File: config.mk
export PLATFORM = sky130hd
export DESIGN_NAME = bts_cfg
export DESIGN_NICKNAME = d
export VERILOG_FILES = /design/src/hw/rtl/bts_pkg.sv /design/src/hw/rtl/bts_cfg.sv
export SDC_FILE = /design/constraint.sdc
export NUM_CORES = 1
export LEC_CHECK = 0
export BUFFER_PORTS_ARGS = -buffer_cell sky130_fd_sc_hd__buf_2
export CORE_ASPECT_RATIO = 0.6
export CORE_MARGIN = 3
export CORE_UTILIZATION = 35
export CTS_CLUSTER_SIZE = 25
export DETAILED_ROUTE_END_ITERATION = 6
export MAX_ROUTING_LAYER = met4
export PLACE_DENSITY = 0.76
export REMOVE_ABC_BUFFERS = 1
export SKIP_CTS_REPAIR_TIMING = 1
export SLEW_MARGIN = 20
export SYNTH_ARGS = -nofsm -noshare
export SYNTH_HDL_FRONTEND = slang
export SYNTH_SLANG_ARGS = --single-unit
File: constraint.sdc
create_clock -name aclk -period 1.4 [get_ports aclk]
set_clock_uncertainty 0.1 [all_clocks]
set_input_delay 0.07 -clock aclk [delete_from_list [all_inputs] [get_ports aclk]]
set_output_delay 0.07 -clock aclk [all_outputs]
set_load 0.02 [all_outputs]
File: src/hw/rtl/bts_pkg.sv
// Shared types, codes and arithmetic helpers for the bilinear texture sampler.
`default_nettype none

package bts_pkg;

    localparam logic [1:0] FUNC_STORE  = 2'd0;
    localparam logic [1:0] FUNC_LOAD   = 2'd1;
    localparam logic [1:0] FUNC_SAMPLE = 2'd2;

    localparam logic REG_WIDTH_IDX  = 1'b0;
    localparam logic REG_HEIGHT_IDX = 1'b1;

    localparam int COORD_ONE = 65536;

    typedef struct packed {
        logic [1:0]         func;
        logic [7:0]         tex_x;
        logic [7:0]         tex_y;
        logic [15:0]        texel_red;
        logic [15:0]        texel_green;
        logic [15:0]        texel_blue;
        logic [15:0]        texel_alpha;
        logic signed [23:0] u_coord;
        logic signed [23:0] v_coord;
        logic               wrap_mode;
    } in_item_t;

    typedef struct packed {
        logic [15:0] out_red;
        logic [15:0] out_green;
        logic [15:0] out_blue;
        logic [15:0] out_alpha;
    } out_item_t;

    typedef struct packed {
        logic        result;
        logic        inrange;
        logic        x0b;
        logic        x1b;
        logic        y0b;
        logic        y1b;
        logic [15:0] fx;
        logic [15:0] fy;
    } sel_ctl_t;

    function automatic logic [16:0] fold_coord(input logic signed [23:0] c, input logic wrap);
        logic [16:0] r;
        if (wrap) begin
            r = {1'b0, c[15:0]};
        end else if (c < 24'sd0) begin
            r = 17'd0;
        end else if (c > 24'sd65536) begin
            r = 17'(COORD_ONE);
        end else begin
            r = c[16:0];
        end
        return r;
    endfunction

    function automatic logic [15:0] lerp16(input logic [15:0] a, input logic [15:0] b,
                                           input logic [15:0] f);
        logic [32:0] s;
        s = 33'(a) * 33'(17'(COORD_ONE) - 17'(f)) + 33'(b) * 33'(f);
        return s[31:16];
    endfunction

endpackage

`default_nettype wire

File: src/hw/rtl/bts_cfg.sv
// APB register file holding the image size, with the effective dimensions derived from it.
`default_nettype none

module bts_cfg #(
    parameter int MAX_DIM = 256,
    parameter int DW      = 9
) (
    input  wire logic          aclk,
    input  wire logic          aresetn,
    input  wire logic          psel,
    input  wire logic          penable,
    input  wire logic          pwrite,
    input  wire logic [2:0]    paddr,
    input  wire logic [31:0]   pwdata,
    output logic [31:0]        prdata,
    output logic               pready,
    output logic [DW-1:0]      w_eff,
    output logic [DW-1:0]      h_eff
);
    import bts_pkg::*;

    localparam int EW = (DW > 9) ? DW : 9;

    logic [8:0]    width_reg;
    logic [8:0]    width_next;
    logic [8:0]    height_reg;
    logic [8:0]    height_next;
    logic [EW-1:0] wx;
    logic [EW-1:0] hx;
    logic          wr;

    assign wr     = psel && penable && pwrite;
    assign pready = 1'b1;

    always_comb begin
        width_next  = width_reg;
        height_next = height_reg;
        if (wr) begin
            case (paddr[2])
                REG_WIDTH_IDX:  width_next  = pwdata[8:0];
                REG_HEIGHT_IDX: height_next = pwdata[8:0];
                default: ;
            endcase
        end
    end

    always_ff @(posedge aclk) begin
        if (!aresetn) begin
            width_reg  <= 9'd256;
            height_reg <= 9'd256;
        end else begin
            width_reg  <= width_next;
            height_reg <= height_next;
        end
    end

    assign prdata = (paddr[2] == REG_HEIGHT_IDX) ? {23'd0, height_reg} : {23'd0, width_reg};

    assign wx = EW'(width_reg);
    assign hx = EW'(height_reg);

    always_comb begin
        if (wx == '0) begin
            w_eff = DW'(1);
        end else if (wx > EW'(MAX_DIM)) begin
            w_eff = DW'(MAX_DIM);
        end else begin
            w_eff = DW'(wx);
        end
        if (hx == '0) begin
            h_eff = DW'(1);
        end else if (hx > EW'(MAX_DIM)) begin
            h_eff = DW'(MAX_DIM);
        end else begin
            h_eff = DW'(hx);
        end
    end

endmodule

`default_nettype wire

# Yosys cells after proc, flatten, opt, wreduce, memory -nomap -nowiden
# Cells that the tools add are included.
dict set report op_classes {
  n_lt_le_gt_ge 2
  muxes 5
  bitwise_logic 1
  n_reduce_logical 6
}
# operator count
set op_table {}
lappend op_table {{2-to-1 mux 9 bit} 5}
lappend op_table {{> comparator 9 bit, second input constant} 2}
lappend op_table {{zero test 9 bit} 2}
lappend op_table {{AND reduction 2 bit} 2}
lappend op_table {{logical AND 1 bit} 2}
lappend op_table {{inverter 1 bit} 1}
dict set report word_totals {
  regBits 18
  inputBits 40
  out_inout_bits 51
  word_cells 16
}

# Longest topological paths before layout
# Gate-level depths: netlist (run 1).
dict set report depth {
  ltp_word 3
  depth_mapped 4
  mapped_depth_nobuf 2
}

# Worst setup path after synthesis (run 1)
# No wires, ideal clock.
dict set report synth_path {
  path_kind {reg-to-output}
  from {reg width_reg[4]}
  to {out w_eff[0]}
  arrival_time_ns 1.066
  t_required_ns 1.230
  setup_slack_ns 0.164
  path_stages_with_launch 3
  n_path_buf 0
  cell_sequence {dfxtp_1 -> or4_4 -> o22ai_2}
}
dict set report synth_between {
  elab_chain_len 3
  word_cells_on_any_way 4
  cone_classes {order compare (1); mux (2); reduce/logical (1)}
}
# element line
set synth_rtl {}
lappend synth_rtl {{start: declaration} bts_cfg.sv:24} ;# logic [8:0] width_reg;
lappend synth_rtl {{start signal: assignment} bts_cfg.sv:52} ;# width_reg <= width_next;
lappend synth_rtl {{> comparator 9 bit} bts_cfg.sv:65} ;# end else if (wx > EW'(MAX_DIM)) begin
lappend synth_rtl {{2-to-1 mux 9 bit} bts_cfg.sv:65}
lappend synth_rtl {{2-to-1 mux 9 bit (*)} bts_cfg.sv:63} ;# if (wx == '0) begin
lappend synth_rtl {{end: declaration} bts_cfg.sv:17} ;# output logic [DW-1:0] w_eff,
# Every way passes the cells marked *; elsewhere a longest branch is shown, timed or not.

# Final worst setup path (run 1)
dict set report layout_path {
  from {reg height_reg[5]}
  to {out h_eff[0]}
}
dict set report layout_between {
  elab_chain_len 3
  word_cells_on_any_way 4
  cone_classes {order compare (1); mux (2); reduce/logical (1)}
}
# element line
set layout_rtl {}
lappend layout_rtl {{start: declaration} bts_cfg.sv:26} ;# logic [8:0] height_reg;
lappend layout_rtl {{start signal: assignment} bts_cfg.sv:53} ;# height_reg <= height_next;
lappend layout_rtl {{> comparator 9 bit} bts_cfg.sv:72} ;# end else if (hx > EW'(MAX_DIM)) begin
lappend layout_rtl {{2-to-1 mux 9 bit} bts_cfg.sv:72}
lappend layout_rtl {{2-to-1 mux 9 bit (*)} bts_cfg.sv:70} ;# if (hx == '0) begin
lappend layout_rtl {{end: declaration} bts_cfg.sv:18} ;# output logic [DW-1:0] h_eff
# Marked as above.

==> summary.md, run 1 <==
| Metric | Value |
|---|---|
| Cells along the critical path | or4_4 > o22ai_2 > buf_6 |
| Type of the worst min-delay path | in -> reg |
| Dominant combinational cell family by area after synthesis | multiplexers |
| Required time at the endpoint of the critical path | 1230 ps |
| Setup tns final | -338 ps |
| Clock input transition at the sequential cells of the worst setup and hold paths | roughly 60 ps |
| Post-Synth XOR/XNOR Area | 0% |
| Capturing element type of the critical path | primary output |
| Largest net degree at the start of global routing | 14 |
| Global-route wire length before repair | a little over 4000 microns |
| Critical path's slowest cell | or4_4 |
| Maximum fanout count along the critical path | 4 |
| Core Area | just over 3000 sq um |
| Count of clock tree sinks | 18 |
| Post-synthesis instance area | approximately 1200 sq um |
| Largest stage delay on the critical path | between 500 and 600 ps |
| DRC violation count after routing | 0 |
| Clock tree from TritonCTS | yes |
| Synthesized-area fraction occupied by ao, oa, aoi and oai cells | 2.58% |
| Initial standard-cell utilization of the core | 38.6% |
| Post-Syn Area per Cell | approximately 9 sq um |
| Hold slack | -18.5 ps |
| Data arrival time of the critical path | around 1400 ps |
| Time the worst path needs with I/O delays and setup | between 1500 and 2000 ps |
| Worst-case register-to-register setup slack | 370 ps |
| Setup violators final | 2 |
| First-pass detailed-route iteration total | 6 |
| Basic-gate share of the synthesized area counting and, or, nand and nor cells | between 20% and 30% |
| Startpoint type of the worst setup path | flip-flop |
| PD cells | roughly 760 nW/um^2 |
| Max capacitance violation total | 0 |
| Die Y-Extent | between 50 and 60 microns |
| Worst path setup slack after routing | -175 ps |
| Overall die area | ~4100 sq um |
| Area contributors post-synth | dfxtp_1 (31%), buf_4 (16%), mux2i_1 (15%) |
| Max-slew violations | 0 |
| Fraction of the mapped netlist area in adder cells | 0% |
| Cell type contributing the most total cell area after synthesis | dfxtp_1 |
| Width of the chip | 80.5 microns |
| Number of global-route vias before repair | 770 |
| Overall global routing resource usage | 13.9% |
| Post-DR vias/cell | around 4.2 |
| Final hold violation count | 6 |
| Final ANT Viol Nets | 0 |
| Latest clock arrival within the worst-skew pair | roughly 250 ps |
| Overflow left after global routing | 0 |
| Fin crit share | 113% |
| Worst-case clock buffer depth | 2 |
| Cell leakage power | 0.752 nW |
| Number of antenna violations at the first check in global routing | 0 |
| Sum of net half-perimeters after detailed placement | approximately 2100 microns |
| Wirelength, routed | 2700 microns |
| Flip-flop and latch count after synthesis | 18 |
| H-tree levels | 1 |
| Seq/Total Area, Yosys | approximately 31% |
| Max VDD drop | about 380 uV |
| Pre-CTS WS | around 50 ps |
| Result of the run | finished, violations left |
| Ant. Diodes | 0 |
| GPL Wtd Cong | 0.731 |
| YS warnings | 0 |
| Starting DRC count in detailed routing | 22 |
| Critical Setup Path Class | reg -> out |
| Layout-stage area growth over the synthesis result | 22.7% |
| Unrepaired setup endpoints after global routing | yes |
| Crit path buf inv count | 1 |
| Commonest non-fill, non-tap cells in the layout | buf_2 (39), nand2_1 (25), conb_1 (24) |
| Synth cell types | 17 |
| Cell family contributing the most delay on the critical path | simple AND/OR/NAND/NOR gates |
| Final layout net count | about 220 |
| Violated checks | negative hold slack, negative setup slack |
| Fraction of final layout cells sized beyond drive strength 1 | 39.4% |
| Avg WL per Cell | between 10 and 15 microns |
| CTS buffer count | 3 |
| Number of primary I/O pins | 91 |
| Placement row count | 15 |
| Root cell of the clock tree | clkbuf_8 |
| Most common cell after layout, fill and taps aside | buf_2 |
| Buffers on Ports | between 40 and 50 |
| Max frequency | around 0.63 GHz |
| Fraction of post-synthesis cell area in the top cell type by area | a little under a third |
| Via total after detailed routing | 915 |
| Proportion of synthesized area in mux cells | a little under a quarter |
| Number of instances in the synthesized netlist | about 130 |
[cells in the mapped netlist]
cell,instances
buf_4,25
nand2_1,25
dfxtp_1,18
mux2i_1,18
nor2b_1,10
mux2_2,8
and2b_1,7
buf_2,5
clkbuf_1,4
conb_1,2
inv_1,2
o22ai_2,2
or4_1,2
or4_4,2
and4b_1,1
nand4_1,1
o21ai_0,1
[worst min-delay path, cell delays in order]
cell and delay [ps]:
buf_2 100, nand2_1 60, mux2i_1 60
[power by group]
part	internal, mW	switching (mW)	total (mW)	leakage, nW
sequential	0.524	0.00982	0.534	0.147
combinational	0.0677	0.128	0.196	0.584
clock	0.191	0.161	0.352	0.0216
[logic make-up after synthesis]
logic type / Yosys count
compound gates: 3
buf+inv: 36
flops: 18
mux: 26
other cells: 2
simple gates: 48
[worst paths after layout]
check,from,to,cells past startpoint
worst min register to register,width_reg[0]$_SDFFE_PN0P_,width_reg[0]$_SDFFE_PN0P_,2
worst max-delay path,height_reg[5]$_SDFFE_PN0P_,h_eff[0],3
worst max register to register,height_reg[8]$_SDFFE_PN1P_,height_reg[8]$_SDFFE_PN1P_,3
worst min-delay path,pwdata[5],height_reg[5]$_SDFFE_PN0P_,3
[routing by layer]
layer	up-vias	wire (microns)	GRT usage, %
met3	5	201	5.20
met4	0	15	2.53
li1	468	-	-
met5	-	0	-
met2	35	1050	17.4
met1	407	1430	20.7
[final cells by class]
| cell class | count | area (sq um) |
|---|---|---|
| Inverter | 2 | 7.51 |
| Clock buffer | 3 | 41.3 |
| Fill cell | 323 | 1590 |
| Sequential cell | 18 | 364 |
| Multi-Input combinational cell | 101 | 668 |
| Tap cell | 42 | 52.6 |
| Timing Repair Buffer | 51 | 298 |
[through the flow]
| stage | power [mW] | cell area, sq um | hold WS (ps) | util [%] | cells |
|---|---|---|---|---|---|
| floorplan | 0.662 | 1020 | 116 | - | 121 |
| global placement | 0.728 | 1340 | 253 | 44.3 | 212 |
| detailed placement | 0.729 | 1340 | 254 | 44.3 | 212 |
| CTS | 1.08 | 1380 | -11.8 | 45.7 | 215 |
| global route | 1.14 | 1430 | 1.17 | 47.4 | 217 |
| finish | 1.08 | 1430 | -18.5 | 47.4 | 217 |
(Power assumes the default switching activity.)
==> run 2: changes to the inputs <==
==> constraint.sdc (replaced) <==
create_clock -name aclk -period 2 [get_ports aclk]
set_clock_uncertainty 0.1 [all_clocks]
set_input_delay 0.1 -clock aclk [delete_from_list [all_inputs] [get_ports aclk]]
set_output_delay 0.1 -clock aclk [all_outputs]
set_load 0.02 [all_outputs]
==> run 2 against run 1 <==
Net effect:
- the run now ends clean
- hold slack improved by 35 ps
- critical path depth unchanged
- power fell by 31%
- first-iteration DRC count is 68% higher
- critical endpoint unchanged
- largest power group unchanged
==> summary.md, run 2 (synthesized netlist as in run 1, its figures left out) <==
| Metric | Value |
|---|---|
| Result of the run | complete, no violations |
| Commonest non-fill, non-tap cells in the layout | buf_2 (41), nand2_1 (25), conb_1 (24) |
| Time the worst path needs with I/O delays and setup | ~1600 ps |
| Hold worst-path end | height_reg[0]$_SDFFE_PN0P_ |
| Most common cell after layout, fill and taps aside | buf_2 |
| Instance area after placement | 1290 sq um |
| First-pass detailed-route iteration total | 4 |
| Clock tree from TritonCTS | yes |
| Core Area | 3020 sq um |
| Post-layout utilization of the core | between 40% and 50% |
| Die Y-Extent | between 50 and 60 microns |
| Design area | around 1300 sq um |
| Register-to-Register Path Depth | 2 |
| Max capacitance violation total | 0 |
| Worst-case register-to-register setup slack | 900 ps |
| Buffers on Ports | 41 |
| Ant. Diodes | 0 |
| Final layout net count | about 210 |
| Data arrival time of the critical path | between 1000 and 1500 ps |
| GPL Wtd Cong | approximately 0.75 |
| Sum of net half-perimeters after detailed placement | between 2000 and 2500 microns |
| Overall global routing resource usage | 12.5% |
| Least-Margin Pin Slew | between 500 and 600 ps |
| Root cell of the clock tree | clkbuf_8 |
| Capturing element type of the critical path | primary output |
| Worst-case clock buffer depth | 2 |
| Via total after detailed routing | just under 900 |
| Latest clock arrival within the worst-skew pair | around 250 ps |
| Setup violators final | 0 |
| Unrepaired setup endpoints after global routing | no |
| Avg WL per Cell | between 10 and 15 microns |
| Critical Setup Path Class | reg -> out |
| CTS buffer count | 3 |
| Width of the chip | just over 80 microns |
| Startpoint of the lowest-slack register-to-register path | height_reg[8]$_SDFFE_PN1P_ |
| Type of the worst min-delay path | in -> reg |
| Placement row count | 15 |
| Clock input transition at the sequential cells of the worst setup and hold paths | roughly 60 ps |
| Number of global-route vias before repair | 760 |
| H-tree levels | 1 |
| Overall die area | around 4000 sq um |
| Layout-stage area growth over the synthesis result | 14.5% |
| Max VDD drop | ~210 uV |
| Required time at the endpoint of the critical path | between 1500 and 2000 ps |
| Overflow left after global routing | 0 |
| Global-route wire length before repair | 3720 microns |
| Largest net degree at the start of global routing | 28 |
| DRC violation count after routing | 0 |
| PD cells | about 560 nW/um^2 |
| Fraction of final layout cells sized beyond drive strength 1 | a little over a third |
| Starting DRC count in detailed routing | 37 |
| Number of primary I/O pins | 91 |
| Final ANT Viol Nets | 0 |
| Startpoint type of the worst setup path | flip-flop |
| Reg-to-reg critical path endpoint | height_reg[8]$_SDFFE_PN1P_ |
| Post-DR vias/cell | ~4.2 |
| Count of clock tree sinks | 18 |
| Cell leakage power | between 0.7 and 0.8 nW |
| WHS Path Cells | 3 |
| Maximum fanout count along the critical path | 12 |
| Fin crit share | around four fifths |
| Max-slew violations | 0 |
| Setup tns final | 0 ps |
| Wirelength, routed | between 2000 and 3000 microns |
| Max-Slew Margin vs Limit | ~61% |
| Number of antenna violations at the first check in global routing | 0 |
| Initial standard-cell utilization of the core | roughly two fifths |
| Max frequency | 0.610 GHz |
| Startpoint of the worst hold path | pwdata[0] |
| Final hold violation count | 0 |
[run 2: worst max-delay path by stage]
| stage | start | depth (start not counted) | endpoint |
|---|---|---|---|
| after floorplan | width_reg[8]$_SDFFE_PN1P_ | 2 | w_eff[0] |
| after global placement | paddr[2] | 3 | width_reg[5]$_SDFFE_PN0P_ |
| after detailed placement | paddr[2] | 3 | width_reg[4]$_SDFFE_PN0P_ |
| after CTS | width_reg[4]$_SDFFE_PN0P_ | 3 | w_eff[0] |
| after global routing | height_reg[8]$_SDFFE_PN1P_ | 3 | h_eff[0] |
| final | height_reg[8]$_SDFFE_PN1P_ | 3 | h_eff[0] |
[run 2: layout make-up]
| cell class | instances | area, sq um |
|---|---|---|
| Timing Repair Buffer | 43 | 220 |
| Multi-Input combinational cell | 101 | 653 |
| Inverter | 2 | 7.51 |
| Tap cell | 42 | 52.6 |
| Clock buffer | 3 | 41.3 |
| Sequential cell | 18 | 360 |
| Fill cell | 313 | 1690 |
[run 2: per-stage QoR]
stage | setup slack (ps) | hold slack, ps | power [mW] | instances
floorplan | 583 | 146 | 0.463 | 121
global placement | 616 | 272 | 0.503 | 206
detailed placement | 609 | 283 | 0.504 | 206
CTS | 354 | 15.1 | 0.751 | 209
global route | 318 | 27.1 | 0.774 | 209
finish | 362 | 16.0 | 0.743 | 209
[run 2: worst max-delay path: stages, from the launching register on]
cell and delay, ps:
dfxtp_1 450, or4_1 460, o22ai_2 100, buf_2 180
[run 2: routing by layer]
metal | part of all wire (%) | track usage (%) | up-vias
met2 | 39 | 15.9 | 40
met3 | 8.8 | 5.02 | 2
met5 | 0 | - | -
li1 | - | - | 449
met4 | 0.35 | 1.69 | 0
met1 | 52 | 18.5 | 380
[run 2: power by group]
| group | switching [mW] | internal (mW) |
|---|---|---|
| Combinational | 0.0846 | 0.0378 |
| Clock | 0.111 | 0.134 |
| Sequential | 0.00844 | 0.367 |
==> run 3: changes to the inputs <==
==> constraint.sdc (replaced) <==
create_clock -name aclk -period 1.65 [get_ports aclk]
set_clock_uncertainty 0.1 [all_clocks]
set_input_delay 0.0825 -clock aclk [delete_from_list [all_inputs] [get_ports aclk]]
set_output_delay 0.0825 -clock aclk [all_outputs]
set_load 0.02 [all_outputs]
==> run 3 against run 2 <==
Net effect:
- hold slack lost 7.8 ps
- cell count grew 0.96%
- final area grew 1.5%
- sequential cell count is the same
- die area is the same
- via count grew 3.1%
- critical endpoint unchanged
- largest cell class unchanged
==> summary.md, run 3 (synthesized netlist as in run 1, its figures left out) <==
| Metric | Value |
|---|---|
| Cell Int Power | 0.654 mW |
| Clock tree from TritonCTS | yes |
| Commonest non-fill, non-tap cells in the layout | buf_2 (39), nand2_1 (25), conb_1 (24) |
| Post-DR vias/cell | 4.26 |
| Capturing element type of the critical path | primary output |
| Time the worst path needs with I/O delays and setup | roughly 1600 ps |
| Root cell of the clock tree | clkbuf_8 |
| Required time at the endpoint of the critical path | between 1000 and 1500 ps |
| Net load switching power | around 0.24 mW |
| Clk network pwr share | between 30% and 40% |
| Fin crit share | around 98% |
| Width of the chip | ~81 microns |
| Wirelength, routed | 2560 microns |
| Largest stage delay on the critical path | 560 ps |
| Final hold violation count | 0 |
| Detailed-routed wire length on met3 | about 280 microns |
| Cell family contributing the most delay on the critical path | simple AND/OR/NAND/NOR gates |
| Overall die area | between 4000 and 5000 sq um |
| Overflow left after global routing | 0 |
| Most common cell after layout, fill and taps aside | buf_2 |
| Initial standard-cell utilization of the core | 38.6% |
| Critical path's slowest cell | or4_4 |
| DRC violation count after routing | 0 |
| Maximum fanout count along the critical path | 4 |
| Max VDD drop | around 270 uV |
| Ant. Diodes | 0 |
| CTS buffer count | 3 |
| Post-route non-filler standard cell count | about 210 |
| Via total after detailed routing | approximately 900 |
| Placement row count | 15 |
| Cell leakage power | around 0.72 nW |
| Seq pwr share | between 50% and 60% |
| Buffers on Ports | slightly above 40 |
| Type of the worst min-delay path | in -> reg |
| H-tree levels | 1 |
| Number of antenna violations at the first check in global routing | 0 |
| Final layout net count | between 200 and 250 |
| Cells along the critical path | or4_4 > o22ai_2 > buf_4 |
| Largest net degree at the start of global routing | 28 |
| Count of clock tree sinks | 18 |
| Sum of net half-perimeters after detailed placement | between 2000 and 2500 microns |
| Critical Setup Path Class | reg -> out |
| Routed wl met2 | around 1000 microns |
| Startpoint type of the worst setup path | flip-flop |
| FF+latch area | 360 sq um |
| Core Area | between 3000 and 4000 sq um |
| First-pass detailed-route iteration total | 4 |
| Setup violators final | 0 |
| Routed length on met1 | 1280 microns |
| Post-layout utilization of the core | between 40% and 50% |
| PD cells | about 660 nW/um^2 |
| Avg WL per Cell | around 12 microns |
| Latest clock arrival within the worst-skew pair | ~250 ps |
| Die Y-Extent | 50.7 microns |
| Worst-case clock buffer depth | 2 |
| Max-slew violations | 0 |
| Fraction of final layout cells sized beyond drive strength 1 | between 30% and 40% |
| Result of the run | complete, no violations |
| Multi-input logic area | about 650 sq um |
| Max capacitance violation total | 0 |
| Data arrival time of the critical path | 1440 ps |
| Placed Cells incl. Taps | ~210 |
| Global-route wire length before repair | 3820 microns |
| Portion of total power attributed to combinational logic | between 15 and 20% |
| Number of primary I/O pins | ~90 |
| Max frequency | about 0.62 GHz |
| Clock input transition at the sequential cells of the worst setup and hold paths | around 60 ps |
| Filler Cells Inserted | about 320 |
| Crit path buf inv count | 1 |
| Top routing layer in use | met3 |
| Overall global routing resource usage | 12.5% |
| Sw Ratio | a little over a quarter |
| Number of global-route vias before repair | around 800 |
| GPL Wtd Cong | ~0.72 |
| Final ANT Viol Nets | 0 |
| Layout-stage area growth over the synthesis result | 16.2% |
| Starting DRC count in detailed routing | between 50 and 60 |
## run 3: cell count changes in the layout (fill, tap and decap cells not counted)
cell,previous run,this run
buf_4,2,6
buf_2,41,39
## run 3: per-layer routing
layer | GRT usage (%) | vias to the layer above
met4 | 0.843 | 0
met5 | - | -
met1 | 18.2 | 391
met2 | 16.9 | 45
li1 | - | 462
met3 | 4.84 | 0
## run 3: worst min-delay path, stage by stage
cell and delay [ps]:
buf_2 90, nand2_1 70, mux2i_1 60
## run 3: final cells by class
cell class                      instances  share of cell area [%]
Inverter                                2                   0.554
Tap cell                               42                    3.88
Sequential cell                        18                    26.6
Timing Repair Buffer                   45                    17.7
Multi-Input combinational cell        101                    48.2
Clock buffer                            3                    3.05
## run 3: path summary, 6_finish.rpt
kind | from | to | slack [ps] | depth (start not counted)
worst min-delay path | pwdata[7] | width_reg[7]$_SDFFE_PN0P_ | 8 | 3
worst min register to register | width_reg[0]$_SDFFE_PN0P_ | width_reg[0]$_SDFFE_PN0P_ | 360 | 2
worst max-delay path | height_reg[5]$_SDFFE_PN0P_ | h_eff[0] | 30 | 3
worst max register to register | height_reg[8]$_SDFFE_PN1P_ | height_reg[8]$_SDFFE_PN1P_ | 670 | 3
## run 3: power by group through the flow
stage	clock, mW	combinational (mW)	sequential (mW)
2_1_floorplan	0	0.0990	0.463
3_3_place_gp	0	0.149	0.462
3_5_place_dp	0	0.150	0.462
4_1_cts	0.299	0.151	0.453
5_1_grt	0.318	0.165	0.454
6_report	0.291	0.152	0.453
## run 3: per-stage QoR
step | setup slack (ps) | cell area (sq um) | TNS, ps | power (mW) | hold slack [ps]
5_1_grt | -3.11 | 1360 | -3.11 | 0.937 | 5.94
2_1_floorplan | 250 | 1020 | 0 | 0.562 | 128
3_3_place_gp | 293 | 1310 | 0 | 0.611 | 263
4_1_cts | 11.1 | 1350 | 0 | 0.902 | 4.56
3_5_place_dp | 279 | 1310 | 0 | 0.613 | 265
6_report | 28.0 | 1360 | 0 | 0.897 | 8.25
